===== src/sv/msp_frame_parser_defines.svh =====
// Assertion macros for the MSP frame parser.
// Used by msp_frame_parser.sv; needs clk and arst_n in the including scope.
`ifndef MSP_FRAME_PARSER_DEFINES_SVH
`define MSP_FRAME_PARSER_DEFINES_SVH

`ifndef SYNTHESIS
// checked only out of reset
`define MSP_ASSERT(lbl, prop, msg) \
	lbl: assert property (@(posedge clk) disable iff (!arst_n) prop) else $error(msg);
// checked on every edge, reset included
`define MSP_ASSERT_ALWAYS(lbl, prop, msg) \
	lbl: assert property (@(posedge clk) prop) else $error(msg);
`else
`define MSP_ASSERT(lbl, prop, msg)
`define MSP_ASSERT_ALWAYS(lbl, prop, msg)
`endif

`endif


===== src/sv/msp_pkg.sv =====
// Shared types, codes and helper functions for the MSP frame parser.
// No dependencies; used by msp_parse_core and msp_frame_parser.
package msp_pkg;

	localparam int FRAME_BYTES_DEF = 256;

	// command codes
	localparam logic [1:0] CMD_DATA     = 2'd0;
	localparam logic [1:0] CMD_CLI_ON   = 2'd1;
	localparam logic [1:0] CMD_CLI_OFF  = 2'd2;
	localparam logic [1:0] CMD_CONSUMED = 2'd3;

	// parser states
	localparam logic [3:0] ST_IDLE     = 4'd0;
	localparam logic [3:0] ST_START    = 4'd1;
	localparam logic [3:0] ST_M        = 4'd2;
	localparam logic [3:0] ST_X        = 4'd3;
	localparam logic [3:0] ST_HDR_V1   = 4'd4;
	localparam logic [3:0] ST_PAY_V1   = 4'd5;
	localparam logic [3:0] ST_CK_V1    = 4'd6;
	localparam logic [3:0] ST_HDR_TUN  = 4'd7;
	localparam logic [3:0] ST_PAY_TUN  = 4'd8;
	localparam logic [3:0] ST_CK_TUN   = 4'd9;
	localparam logic [3:0] ST_HDR_NAT  = 4'd10;
	localparam logic [3:0] ST_PAY_NAT  = 4'd11;
	localparam logic [3:0] ST_CK_NAT   = 4'd12;
	localparam logic [3:0] ST_MSP_DONE = 4'd13;
	localparam logic [3:0] ST_CLI_LINE = 4'd14;
	localparam logic [3:0] ST_CLI_DONE = 4'd15;

	// frame kinds
	localparam logic [2:0] KIND_NONE = 3'd0;
	localparam logic [2:0] KIND_V1   = 3'd1;
	localparam logic [2:0] KIND_TUN  = 3'd2;
	localparam logic [2:0] KIND_NAT  = 3'd3;
	localparam logic [2:0] KIND_CLI  = 3'd4;

	// protocol characters
	localparam logic [7:0] CH_DOLLAR = 8'h24;
	localparam logic [7:0] CH_M      = 8'h4D;
	localparam logic [7:0] CH_X      = 8'h58;
	localparam logic [7:0] CH_LT     = 8'h3C;
	localparam logic [7:0] CH_GT     = 8'h3E;
	localparam logic [7:0] CH_HASH   = 8'h23;
	localparam logic [7:0] CH_NL     = 8'h0A;

	localparam logic [7:0] CRC_POLY        = 8'hD5;
	localparam logic [7:0] TUNNEL_CMD      = 8'hFF;
	localparam logic [7:0] TUNNEL_MIN_SIZE = 8'd6;
	localparam logic [15:0] TUN_SIZE_LO_AT = 16'd6;
	localparam logic [15:0] NAT_SIZE_LO_AT = 16'd4;
	localparam int          BOOT_LEN       = 9;

	typedef struct packed {
		logic [3:0]  state;
		logic [15:0] field_offset;
		logic [7:0]  xor_check;
		logic [7:0]  crc_check;
		logic [15:0] payload_size;
		logic [7:0]  size_low_byte;
		logic [2:0]  kind;
		logic        boot_match;  // CLI line so far matches the reboot banner
	} msp_state_t;

	typedef struct packed {
		logic       frame_valid;
		logic       cli_mode;
		logic [2:0] frame_kind;
		logic [8:0] frame_length;
		logic       byte_stored;
		logic [7:0] store_index;
		logic [7:0] store_byte;
	} msp_result_t;

	// CRC-8 DVB-S2 update for one byte
	function automatic logic [7:0] crc8_step(input logic [7:0] c, input logic [7:0] b);
		logic [7:0] v;
		v = c ^ b;
		for (int i = 0; i < 8; i++) begin
			v = v[7] ? ((v << 1) ^ CRC_POLY) : (v << 1);
		end
		return v;
	endfunction

	// "Rebooting"
	function automatic logic [7:0] boot_char(input logic [3:0] idx);
		logic [7:0] c;
		case (idx)
			4'd0: c = 8'h52;
			4'd1: c = 8'h65;
			4'd2: c = 8'h62;
			4'd3: c = 8'h6F;
			4'd4: c = 8'h6F;
			4'd5: c = 8'h74;
			4'd6: c = 8'h69;
			4'd7: c = 8'h6E;
			4'd8: c = 8'h67;
			default: c = 8'h00;
		endcase
		return c;
	endfunction

endpackage


===== src/sv/msp_parse_core.sv =====
// Next-state and result logic of the MSP frame parser for one item.
// Purely combinational; uses msp_pkg types, codes and functions.
module msp_parse_core #(
	parameter int FRAME_BYTES = msp_pkg::FRAME_BYTES_DEF
) (
	input  msp_pkg::msp_state_t           cur,
	input  logic [$clog2(FRAME_BYTES)-1:0] cur_cnt,
	input  logic [1:0]                    cmd,
	input  logic [7:0]                    data_byte,
	output msp_pkg::msp_state_t           nxt,
	output logic [$clog2(FRAME_BYTES)-1:0] nxt_cnt,
	output msp_pkg::msp_result_t          res
);
	localparam int CW   = $clog2(FRAME_BYTES);
	localparam int SUMW = ((CW > 16) ? CW : 16) + 2;

	always_comb begin
		logic [CW-1:0]   cnt;
		logic [SUMW-1:0] cnt_after;  // count after this byte is stored
		logic [SUMW-1:0] size_base;  // count after this byte, plus one
		logic [15:0]     fo_n;
		logic [15:0]     psize;
		logic [15:0]     lo_at;
		logic            put;
		logic            tun;
		logic            in_cli;
		logic            boot_n;
		logic            done;

		nxt       = cur;
		cnt       = cur_cnt;
		cnt_after = '0;
		size_base = '0;
		put       = 1'b0;
		fo_n      = cur.field_offset + 16'd1;
		psize     = {data_byte, cur.size_low_byte};
		tun       = 1'b0;
		lo_at     = msp_pkg::NAT_SIZE_LO_AT;
		boot_n    = 1'b0;
		in_cli    = (cur.state == msp_pkg::ST_CLI_LINE) || (cur.state == msp_pkg::ST_CLI_DONE);

		case (cmd)
			msp_pkg::CMD_DATA: begin
				// buffer nearly full: restart as from idle
				if (SUMW'(cur_cnt) + SUMW'(1) >= SUMW'(FRAME_BYTES)) begin
					cnt       = '0;
					nxt.state = msp_pkg::ST_IDLE;
				end
				cnt_after = SUMW'(cnt) + SUMW'(1);
				size_base = SUMW'(cnt) + SUMW'(2);
				case (nxt.state)
					msp_pkg::ST_START: begin
						if (data_byte == msp_pkg::CH_M || data_byte == msp_pkg::CH_X) begin
							nxt.state = (data_byte == msp_pkg::CH_M) ? msp_pkg::ST_M
								: msp_pkg::ST_X;
							put              = 1'b1;
							nxt.field_offset = '0;
						end else begin
							nxt.state = msp_pkg::ST_IDLE;
						end
					end
					msp_pkg::ST_M, msp_pkg::ST_X: begin
						if (data_byte == msp_pkg::CH_LT || data_byte == msp_pkg::CH_GT) begin
							put              = 1'b1;
							nxt.field_offset = '0;
							nxt.crc_check    = '0;
							if (nxt.state == msp_pkg::ST_M) begin
								nxt.state     = msp_pkg::ST_HDR_V1;
								nxt.xor_check = '0;
								nxt.kind      = msp_pkg::KIND_V1;
							end else begin
								nxt.state = msp_pkg::ST_HDR_NAT;
								nxt.kind  = msp_pkg::KIND_NAT;
							end
						end else begin
							nxt.state = msp_pkg::ST_IDLE;
						end
					end
					msp_pkg::ST_HDR_V1: begin
						put              = 1'b1;
						nxt.xor_check    = cur.xor_check ^ data_byte;
						nxt.field_offset = fo_n;
						if (fo_n == 16'd1) begin
							nxt.size_low_byte = data_byte;
						end else if (fo_n == 16'd2) begin
							if (SUMW'(cur.size_low_byte) + size_base > SUMW'(FRAME_BYTES)) begin
								nxt.state = msp_pkg::ST_IDLE;
							end else if (data_byte == msp_pkg::TUNNEL_CMD) begin
								if (cur.size_low_byte >= msp_pkg::TUNNEL_MIN_SIZE) begin
									nxt.state = msp_pkg::ST_HDR_TUN;
									nxt.kind  = msp_pkg::KIND_TUN;
								end else begin
									nxt.state = msp_pkg::ST_IDLE;
								end
							end else begin
								nxt.payload_size = {8'd0, cur.size_low_byte};
								nxt.field_offset = '0;
								nxt.state = (cur.size_low_byte != 8'd0) ? msp_pkg::ST_PAY_V1
									: msp_pkg::ST_CK_V1;
							end
						end
					end
					msp_pkg::ST_PAY_V1: begin
						put              = 1'b1;
						nxt.field_offset = fo_n;
						nxt.xor_check    = cur.xor_check ^ data_byte;
						if (fo_n == cur.payload_size)
							nxt.state = msp_pkg::ST_CK_V1;
					end
					msp_pkg::ST_CK_V1: begin
						put       = 1'b1;
						nxt.state = (cur.xor_check == data_byte) ? msp_pkg::ST_MSP_DONE
							: msp_pkg::ST_IDLE;
					end
					msp_pkg::ST_HDR_TUN, msp_pkg::ST_HDR_NAT: begin
						tun              = (nxt.state == msp_pkg::ST_HDR_TUN);
						lo_at            = tun ? msp_pkg::TUN_SIZE_LO_AT : msp_pkg::NAT_SIZE_LO_AT;
						put              = 1'b1;
						nxt.field_offset = fo_n;
						if (tun)
							nxt.xor_check = cur.xor_check ^ data_byte;
						nxt.crc_check = msp_pkg::crc8_step(cur.crc_check, data_byte);
						if (fo_n == lo_at) begin
							nxt.size_low_byte = data_byte;
						end else if (fo_n == lo_at + 16'd1) begin
							nxt.payload_size = psize;
							if (SUMW'(psize) + size_base + SUMW'(tun) > SUMW'(FRAME_BYTES)) begin
								nxt.state = msp_pkg::ST_IDLE;
							end else begin
								nxt.field_offset = '0;
								if (tun)
									nxt.state = (psize != 16'd0) ? msp_pkg::ST_PAY_TUN
										: msp_pkg::ST_CK_TUN;
								else
									nxt.state = (psize != 16'd0) ? msp_pkg::ST_PAY_NAT
										: msp_pkg::ST_CK_NAT;
							end
						end
					end
					msp_pkg::ST_PAY_TUN, msp_pkg::ST_PAY_NAT: begin
						tun              = (nxt.state == msp_pkg::ST_PAY_TUN);
						put              = 1'b1;
						nxt.field_offset = fo_n;
						if (tun)
							nxt.xor_check = cur.xor_check ^ data_byte;
						nxt.crc_check = msp_pkg::crc8_step(cur.crc_check, data_byte);
						if (fo_n == cur.payload_size)
							nxt.state = tun ? msp_pkg::ST_CK_TUN : msp_pkg::ST_CK_NAT;
					end
					msp_pkg::ST_CK_TUN: begin
						put           = 1'b1;
						nxt.xor_check = cur.xor_check ^ data_byte;
						nxt.state     = (cur.crc_check == data_byte) ? msp_pkg::ST_CK_V1
							: msp_pkg::ST_IDLE;
					end
					msp_pkg::ST_CK_NAT: begin
						put       = 1'b1;
						nxt.state = (cur.crc_check == data_byte) ? msp_pkg::ST_MSP_DONE
							: msp_pkg::ST_IDLE;
					end
					msp_pkg::ST_CLI_LINE: begin
						put = 1'b1;
						// banner match tracked per position over the first bytes of the line
						if (SUMW'(cnt) < SUMW'(msp_pkg::BOOT_LEN)) begin
							boot_n = ((cnt == '0) || cur.boot_match)
								&& (data_byte == msp_pkg::boot_char(cnt[3:0]));
							nxt.boot_match = boot_n;
						end
						if (data_byte == msp_pkg::CH_NL) begin
							nxt.state = msp_pkg::ST_CLI_DONE;
							nxt.kind  = msp_pkg::KIND_CLI;
						end else if (cnt_after == SUMW'(msp_pkg::BOOT_LEN) && boot_n) begin
							nxt.state = msp_pkg::ST_MSP_DONE;
							nxt.kind  = msp_pkg::KIND_CLI;
						end
					end
					default: begin
						// idle and both done states: a new frame starts here
						cnt = '0;
						put = 1'b1;
						if (data_byte == msp_pkg::CH_DOLLAR) begin
							nxt.state = msp_pkg::ST_START;
						end else if (data_byte == msp_pkg::CH_HASH) begin
							nxt.state = msp_pkg::ST_CLI_DONE;
							nxt.kind  = msp_pkg::KIND_CLI;
						end else begin
							nxt.state = msp_pkg::ST_IDLE;
						end
					end
				endcase
			end
			msp_pkg::CMD_CLI_ON: begin
				if (!in_cli) begin
					cnt       = '0;
					nxt.state = msp_pkg::ST_CLI_LINE;
				end
			end
			msp_pkg::CMD_CLI_OFF: begin
				nxt.state = msp_pkg::ST_IDLE;
			end
			default: begin
				if (cur.state == msp_pkg::ST_CLI_DONE) begin
					cnt       = '0;
					nxt.state = msp_pkg::ST_CLI_LINE;
				end else if (cur.state != msp_pkg::ST_CLI_LINE) begin
					nxt.state = msp_pkg::ST_IDLE;
				end
			end
		endcase

		nxt_cnt = cnt + CW'(put);
		done    = (nxt.state == msp_pkg::ST_MSP_DONE) || (nxt.state == msp_pkg::ST_CLI_DONE);

		res.frame_valid  = done;
		res.cli_mode     = (nxt.state == msp_pkg::ST_CLI_LINE)
			|| (nxt.state == msp_pkg::ST_CLI_DONE);
		res.frame_kind   = done ? nxt.kind : msp_pkg::KIND_NONE;
		res.frame_length = 9'(nxt_cnt);
		res.byte_stored  = put;
		res.store_index  = put ? 8'(cnt) : 8'd0;
		res.store_byte   = put ? data_byte : 8'd0;
	end

endmodule


===== src/sv/msp_frame_parser.sv =====
// Top level of the MSP frame parser: parser state, result register and skid stage.
// Depends on msp_pkg, msp_parse_core and msp_frame_parser_defines.svh.
//
//  channel | direction | handshake           | fields
//  --------+-----------+---------------------+------------------------------------------
//  in      | sink      | in_valid / in_stall | cmd, data_byte
//  out     | source    | out_valid/out_stall | frame_valid, cli_mode, frame_kind,
//          |           |                     | frame_length, byte_stored, store_index,
//          |           |                     | store_byte
//
// One item per cycle while in_stall is low; the whole parse step is combinational, from the
// state registers into the result register, or into the skid entry while the output stalls.
// A two-entry output buffer (result register plus skid) keeps in_stall registered:
// in_stall rises only while the skid entry is occupied.
// arst_n clears the parser state and both output valid flags.
`include "msp_frame_parser_defines.svh"

module msp_frame_parser #(
	parameter int FRAME_BYTES = msp_pkg::FRAME_BYTES_DEF
) (
	input  logic       clk,
	input  logic       arst_n,
	input  logic       in_valid,
	output logic       in_stall,
	input  logic [1:0] cmd,
	input  logic [7:0] data_byte,
	output logic       out_valid,
	input  logic       out_stall,
	output logic       frame_valid,
	output logic       cli_mode,
	output logic [2:0] frame_kind,
	output logic [8:0] frame_length,
	output logic       byte_stored,
	output logic [7:0] store_index,
	output logic [7:0] store_byte
);
	localparam int CW = $clog2(FRAME_BYTES);

	msp_pkg::msp_state_t  st_q;
	msp_pkg::msp_state_t  st_nxt;
	logic [CW-1:0]        cnt_q;
	logic [CW-1:0]        cnt_nxt;
	msp_pkg::msp_result_t res_nxt;
	msp_pkg::msp_result_t out_q;
	msp_pkg::msp_result_t skid_q;
	logic                 out_valid_q;
	logic                 skid_valid_q;
	logic                 accept;
	logic                 out_free;

	msp_parse_core #(
		.FRAME_BYTES(FRAME_BYTES)
	) u_core (
		.cur      (st_q),
		.cur_cnt  (cnt_q),
		.cmd      (cmd),
		.data_byte(data_byte),
		.nxt      (st_nxt),
		.nxt_cnt  (cnt_nxt),
		.res      (res_nxt)
	);

	assign in_stall = skid_valid_q;
	assign accept   = in_valid && !skid_valid_q;
	assign out_free = !out_valid_q || !out_stall;

	always_ff @(posedge clk or negedge arst_n) begin
		if (!arst_n) begin
			st_q  <= '0;
			cnt_q <= '0;
		end else if (accept) begin
			st_q  <= st_nxt;
			cnt_q <= cnt_nxt;
		end
	end

	always_ff @(posedge clk or negedge arst_n) begin
		if (!arst_n) begin
			out_valid_q  <= 1'b0;
			skid_valid_q <= 1'b0;
		end else if (out_free) begin
			out_valid_q  <= skid_valid_q || accept;
			skid_valid_q <= 1'b0;
		end else if (accept) begin
			skid_valid_q <= 1'b1;
		end
	end

	always_ff @(posedge clk) begin
		if (out_free) begin
			if (skid_valid_q)
				out_q <= skid_q;
			else if (accept)
				out_q <= res_nxt;
		end else if (accept) begin
			skid_q <= res_nxt;
		end
	end

	assign out_valid    = out_valid_q;
	assign frame_valid  = out_q.frame_valid;
	assign cli_mode     = out_q.cli_mode;
	assign frame_kind   = out_q.frame_kind;
	assign frame_length = out_q.frame_length;
	assign byte_stored  = out_q.byte_stored;
	assign store_index  = out_q.store_index;
	assign store_byte   = out_q.store_byte;

	`MSP_ASSERT_ALWAYS(a_skid_behind_out, skid_valid_q |-> out_valid_q, "skid full with empty output register")
	`MSP_ASSERT(a_done_has_kind, (out_valid_q && out_q.frame_valid) |-> (out_q.frame_kind != msp_pkg::KIND_NONE), "held frame reported without a kind")
	`MSP_ASSERT(a_tunnel_kind, (st_q.state == msp_pkg::ST_HDR_TUN || st_q.state == msp_pkg::ST_PAY_TUN || st_q.state == msp_pkg::ST_CK_TUN) |-> (st_q.kind == msp_pkg::KIND_TUN), "tunnel state without tunnel kind")
	`MSP_ASSERT(a_no_store_on_cmd, (accept && cmd != msp_pkg::CMD_DATA) |-> !res_nxt.byte_stored, "control command stored a byte")

endmodule


===== config.mk =====
export PLATFORM = sky130hd
export DESIGN_NAME = msp_frame_parser
export DESIGN_NICKNAME = d
export VERILOG_FILES = /design/src/sv/msp_pkg.sv /design/src/sv/msp_parse_core.sv /design/src/sv/msp_frame_parser.sv
export VERILOG_INCLUDE_DIRS = /design/src /design/src/sv
export SDC_FILE = /design/constraint.sdc
export NUM_CORES = 1
export LEC_CHECK = 0
export ABC_CLOCK_PERIOD_IN_PS = 11600
export BUFFER_PORTS_ARGS = -buffer_cell sky130_fd_sc_hd__buf_2
export CORE_MARGIN = 5
export CORE_UTILIZATION = 40
export CTS_CLUSTER_DIAMETER = 50
export DETAILED_ROUTE_END_ITERATION = 10
export SYNTH_ARGS = -nofsm -noshare
export SYNTH_HDL_FRONTEND = slang
export SYNTH_SLANG_ARGS = --single-unit

===== constraint.sdc =====
create_clock -name clk -period 11.6 [get_ports clk]
set_input_delay 1.16 -clock clk [delete_from_list [all_inputs] [get_ports clk]]
set_output_delay 1.16 -clock clk [all_outputs]
set_load 0.05 [all_outputs]

; After elaboration in Yosys (flattened, before gate mapping)
; Memories as Yosys holds them, arrays and structs flattened.
; Cells that the tools add are included.
[classes]
n_lt_le_gt_ge = 5
n_bitwise = 11
addsub = 9
n_reduce_logical = 40
muxes = 100
eq_ne = 51
[op_table]
columns = operator, n
row1 = $mux W8, 23
row2 = $mux W16, 10
row3 = $mux W4, 21
row4 = $mux W20, 4
row5 = $pmux W16 S5, 1
row6 = $mux W31, 2
row7 = $eq A16 B16 Y1, 3
row8 = $pmux W24 S2, 1
row9 = $mux W3, 15
row10 = $eq A4 B4 Y1 const B, 11
row11 = $not A5 Y5, 8
row12 = $pmux W4 S10, 1
row13 = $gt A18 B9 Y1 const B, 2
row14 = $add A16 B1 Y16 const B, 2
row15 = $eq A8 B6 Y1 const B, 4
row16 = $mux W32, 1
row17 = $pmux W8 S4, 1
row18 = $eq A8 B8 Y1, 3
row19 = $pmux W8 S3, 1
row20 = $add A18 B1 Y18, 1
row21 = $add A8 B1 Y9 const B, 2
row22 = $eq A18 B4 Y1 const B, 1
row23 = $ge A18 B9 Y1 const B, 1
row24 = $ne A2 B1 Y1 const B, 9
row25 = 46 further kinds, 88
[totals]
romBits = 112
wordCells = 242
mem_count = 1
register_bits = 134
[memory_table]
columns = name, depth, word_bits, read_ports, rd_ports_with_merged_regs, write_ports, line
row1 = (name not given), 16, 7, 1, 0, 0, msp_pkg.sv:88  ; case (idx)

; Logic depth before layout (Yosys ltp)
[logic_depth]
depth_word = 23
ltp_mapped = 24
mapped_depth_nobuf = 19

; Cells and area by module
; From an unflattened synthesis, not the netlist that was laid out.
[hier_totals]
hier_cells = 1095
area_unflattened_um2 = 10820.4
[by_module_without_submodules]
columns = mod, seq_area_each_um2, cells_each, area_per_inst_um2, n_inst
row1 = msp_parse_core, 0.0, 837, 5461.5, 1
row2 = msp_frame_parser, 3713.6, 258, 5358.9, 1

; Worst setup path before layout
; No wires, ideal clock.
[synth_timing]
kind = register to register
from = register cnt_q[5]
to = register out_q, in the netlist frame_kind[0] (data pin)
period_less_slack_ps = 5765
slack_ps = 5835
setup_time_ps = 165
t_required_ps = 11435
arrival_ps = 5600
path_stages_with_launch = 23
path_cell_list = dfrtp_1 clkbuf_1 nand4_1 nor2_1 clkbuf_1 nor2_1 ha_1 nand3_1 xor2_1 nor2_1 ha_1 buf_4 a21o_1 or3_1 o22a_2 xnor2_1 a2111o_1 or4_4 a2111oi_4 or4b_1 nand3_2 nand3_4 o31ai_2
[synth_between]
elab_chain_cells = 23
word_cells_on_any_way = 77
[synth_lines]
columns = item, line
row1 = start: declaration, msp_frame_parser.sv:41  ; logic [CW-1:0] cnt_q;
row2 = start signal: assignment, msp_frame_parser.sv:73  ; cnt_q <= cnt_nxt;
row3 = branches (longest 20 deep; another with $ge A18 B9 Y1), --
row4 = $mux W3 *, msp_parse_core.sv:217  ; res.frame_kind = done ? nxt.kind : msp_pkg::KIND_NONE;
row5 = $mux W31 *, msp_frame_parser.sv:93  ; else if (accept)
row6 = $mux W31 *, msp_frame_parser.sv:91  ; if (skid_valid_q)
row7 = end signal: assignment, msp_frame_parser.sv:92  ; out_q <= skid_q;
row8 = end signal: assignment, msp_frame_parser.sv:94  ; out_q <= res_nxt;
row9 = end: declaration, msp_frame_parser.sv:44  ; msp_pkg::msp_result_t out_q;
; Every way passes the cells marked *. The select of a mux whose other input is x is not followed.
; A chain may end at the register's enable or synchronous reset.

; Final worst setup path
[layout_timing]
from = register cnt_q[5]
to = register out_q, in the netlist frame_kind[1] (data pin)
; Same word-level chain as after synthesis.

==> run summary <==
outcome = finished, final reports clean
ys flop type = dfrtp_1
final setup fails = 0
CTS Buf Count = 17
P_int = 0.00117 W
critical path startpoint category = flop
core area = 23600 sq um
Root Driver = clkbuf_16
number of DRC markers in iteration 0 = 703
gr usage total = 0.200
RSZ-0062 raised after global routing = no
Peak VDD IR = 0.000124 V
Setup Skew = 14.9 ps
first-pass GRT wire length = 43100 um
Final Net Count = 1133
Worst EP arrival = 6750 ps
worst-path cell chain = nand4_1 -> nor2_1 -> buf_4 -> nor2_1 -> ha_1 -> nand3_1 -> or3_1 -> a21oi_1 -> ha_1 -> and4_4 -> a31oi_4 -> or3_4 -> a2111o_1 -> or4_4 -> a211o_1 -> nor4_1 -> o22a_2 -> nand3_4 -> o31ai_2
syn avg cell area = 8.84 sq um
# diodes = 0
Worst Path Buf+Inv = 1
crit-path max FO = 16
largest net degree at the start of global routing = 75
Sw Share = 0.408
drt via density = 5.74
f_max = 0.154 GHz
Port Buffers = 45
setup TNS = 0 ps
asr flop ratio synth = 0.552
worst endpoint required time = 11870 ps
GPL Wtd Cong = 0.979
Final Hold Viols = 0
DRT Wirelength = 26900 um
Post-synth EDFFs = 60
# H-tree levels = 4
Yosys warning count = 0
DR vias = 8173
power density cells = 185 nW/um^2
DIE WIDTH = 165 um
Clk pwr share = 0.277
R2R setup slack = 5110 ps
Synth-to-Final Area Change = 10.4%
clock-pin slew on the worst setup and hold paths = 70 ps
CP Capture Type = flop
Synth cell types = 88
area of the multi-input gates = 5600 sq um
FILL cells = 2348
vias in the first global route = 7660
Pwr Total = 0.00198 W
Post-DRT Antenna Nets = 0
# Max-Cap Violations = 0
min-delay worst type = flop to flop
synthesized netlist cell count = 1092
P_leak = 4.18 nW
Residual DRC = 0
layout cells sized above 1 = 0.144
Gate power share = 0.390
Die Y = 165 um
total gr overflow = 0
row cnt = 56
CTS Sinks = 134
initial core utilization = 0.409
Tightest Pin Transition = 1010 ps
Netlist Area Pre-Place = 9660 sq um
IO Count = 47
Final min period = 6490 ps
Clock Latency Late Sink = 430 ps
syn nets = 1133
Clock Path Buffers = 2
CTS tree = done
register bit total from synthesis = 134
Crit Path Class = flop to flop
family with the most delay on the worst path = simple AND/OR/NAND/NOR gates
Sequential Area = 3650 sq um
Post-CTS Resized = 0
die footprint = 27300 sq um
switching pwr = 0.000807 W
period utilisation layout = 0.559
Reg power frac = 0.334
sequential-to-total area share from yosys stat = 0.378
HPWL after detailed placement = 19300 um
CP max-delay cell = nor4_1
DR WL/cell = 18.9 um
1st-pass router iterations = 6
max incr delay on CP = 750 ps
setup bufs post-CTS = 0
relative max-transition margin = 0.326
Slew Limit Fails = 0
hold_buf cts = 0
initial antenna violation count = 0
## per-layer routing
metal  global-route usage  vias to the layer above  routed length (um)
met1                0.305                     3923               13300
met2                0.291                      237               11500
met4               0.0611                        0                 476
met5                    0                        -                   0
li1                     -                     3982                   -
met3               0.0325                       31                1510
## synthesized netlist by cell type, types with 7 or more instances
| cell | instances | area (sq um) |
|---|---|---|
| or4_1 | 9 | 67.6 |
| xnor2_1 | 48 | 420 |
| buf_2 | 9 | 45.0 |
| o31ai_1 | 11 | 82.6 |
| a211oi_1 | 7 | 52.6 |
| clkbuf_1 | 56 | 210 |
| or2_2 | 9 | 56.3 |
| nor2_1 | 85 | 319 |
| o21ai_0 | 85 | 425 |
| and2_1 | 24 | 150 |
| nand3_1 | 37 | 185 |
| o21a_1 | 7 | 52.6 |
| xor2_1 | 36 | 315 |
| mux2i_1 | 9 | 90.1 |
| nor4_1 | 17 | 106 |
| a31oi_1 | 20 | 125 |
| nand2b_1 | 14 | 87.6 |
| nor3_1 | 30 | 150 |
| nand4_1 | 20 | 125 |
| a21o_1 | 11 | 82.6 |
| nand2_1 | 120 | 450 |
| or3_1 | 10 | 62.6 |
| and3_1 | 9 | 56.3 |
| a21oi_1 | 46 | 230 |
| ha_1 | 26 | 325 |
| buf_1 | 7 | 26.3 |
| dfrtp_1 | 74 | 1850 |
| nor3b_1 | 9 | 67.6 |
| inv_1 | 28 | 105 |
| nor2b_1 | 10 | 62.6 |
| edfxtp_1 | 60 | 1800 |
| mux2_2 | 36 | 405 |
| and4_1 | 7 | 61.3 |
## final timing paths
kind                                                 to            startpoint  depth (start not counted)
worst max-delay path            frame_kind[1]$_DFFE_PP_  cnt_q[5]$_DFFE_PN0P_                         19
worst min-delay path               st_q[24]$_DFFE_PN0P_  st_q[24]$_DFFE_PN0P_                          2
worst max register to register  frame_kind[1]$_DFFE_PP_  cnt_q[5]$_DFFE_PN0P_                         19
worst min register to register     st_q[24]$_DFFE_PN0P_  st_q[24]$_DFFE_PN0P_                          2
max in group asynchronous          cnt_q[0]$_DFFE_PN0P_                arst_n                          1
min in group asynchronous          st_q[22]$_DFFE_PN0P_                arst_n                          1
## through the flow
step	setup WS (ps)	instances	util	hold WS, ps	instance area, sq um
after floorplan	5830	1092	-	469	9660
after global placement	5400	1392	0.427	483	10100
after detailed placement	5290	1392	0.427	493	10100
after CTS	5210	1424	0.451	502	10700
after global routing	4780	1424	0.451	526	10700
final	5110	1424	0.451	500	10700
## cells by family (layout without fill, tap and decap cells)
kind of cell / count (synthesis) / after routing / share of synthesized area
multiplexers: 45 / 45 / 0.0513
AND/OR/NAND/NOR: 429 / 429 / 0.228
flip-flops: 134 / 134 / 0.378
XOR/XNOR: 85 / 85 / 0.0785
other: 1 / 1 / 0.000388
buffers and inverters: 105 / 118 / 0.0429
adder cells (fa/ha/maj): 27 / 27 / 0.0358
AO/OA/AOI/OAI: 266 / 266 / 0.185
## state kept, by name, indices dropped and copies added (netlist names)
| signal | cells |
|---|---|
| store_byte | 8 |
| out_valid | 1 |
| st_q | 64 |
| frame_valid | 1 |
| frame_kind | 3 |
| in_stall | 1 |
| cnt_q | 8 |
| cli_mode | 1 |
| byte_stored | 1 |
| skid_q | 30 |
| store_index | 8 |
| frame_length | 8 |
## worst min-delay path, cell delays in order (launching register included)
cell	delay [ps]
dfrtp_1	360
nand2_1	50
o21ai_0	60
## power by group through the flow
stage / registers (W) / clock network (W) / logic, W
CTS: 0.000657 / 0.000561 / 0.000765
floorplan: 0.000662 / 0 / 0.000579
finish: 0.000659 / 0.000547 / 0.000770
detailed placement: 0.000666 / 0 / 0.000761
global placement: 0.000665 / 0 / 0.000758
global route: 0.000668 / 0.000579 / 0.000851
## layout by cell type, fill, tap and decap left out, types with 10 or more instances in the layout
master     count
dfrtp_1       74
nand2b_1      14
a21oi_1       45
buf_4         12
xnor2_1       48
or3_1         10
nor2_1        84
ha_1          26
and2_1        24
nor3_1        30
inv_1         28
a21o_1        11
a31oi_1       20
o31ai_1       11
xor2_1        36
buf_2         44
nor4_1        17
mux2_2        36
nor2b_1       10
clkbuf_16     17
nand4_1       20
o21ai_0       85
nand2_1      120
nand3_1       37
edfxtp_1      60
## cell type report
type,instances,area share
Inverter,30,0.0106
Multi-Input combinational cell,853,0.525
Clock inverter,15,0.0149
Clock buffer,17,0.0399
Sequential cell,134,0.343
Timing Repair Buffer,56,0.0291
Tap cell,319,0.0374
Note: power is estimated with default switching activity, not from simulation.
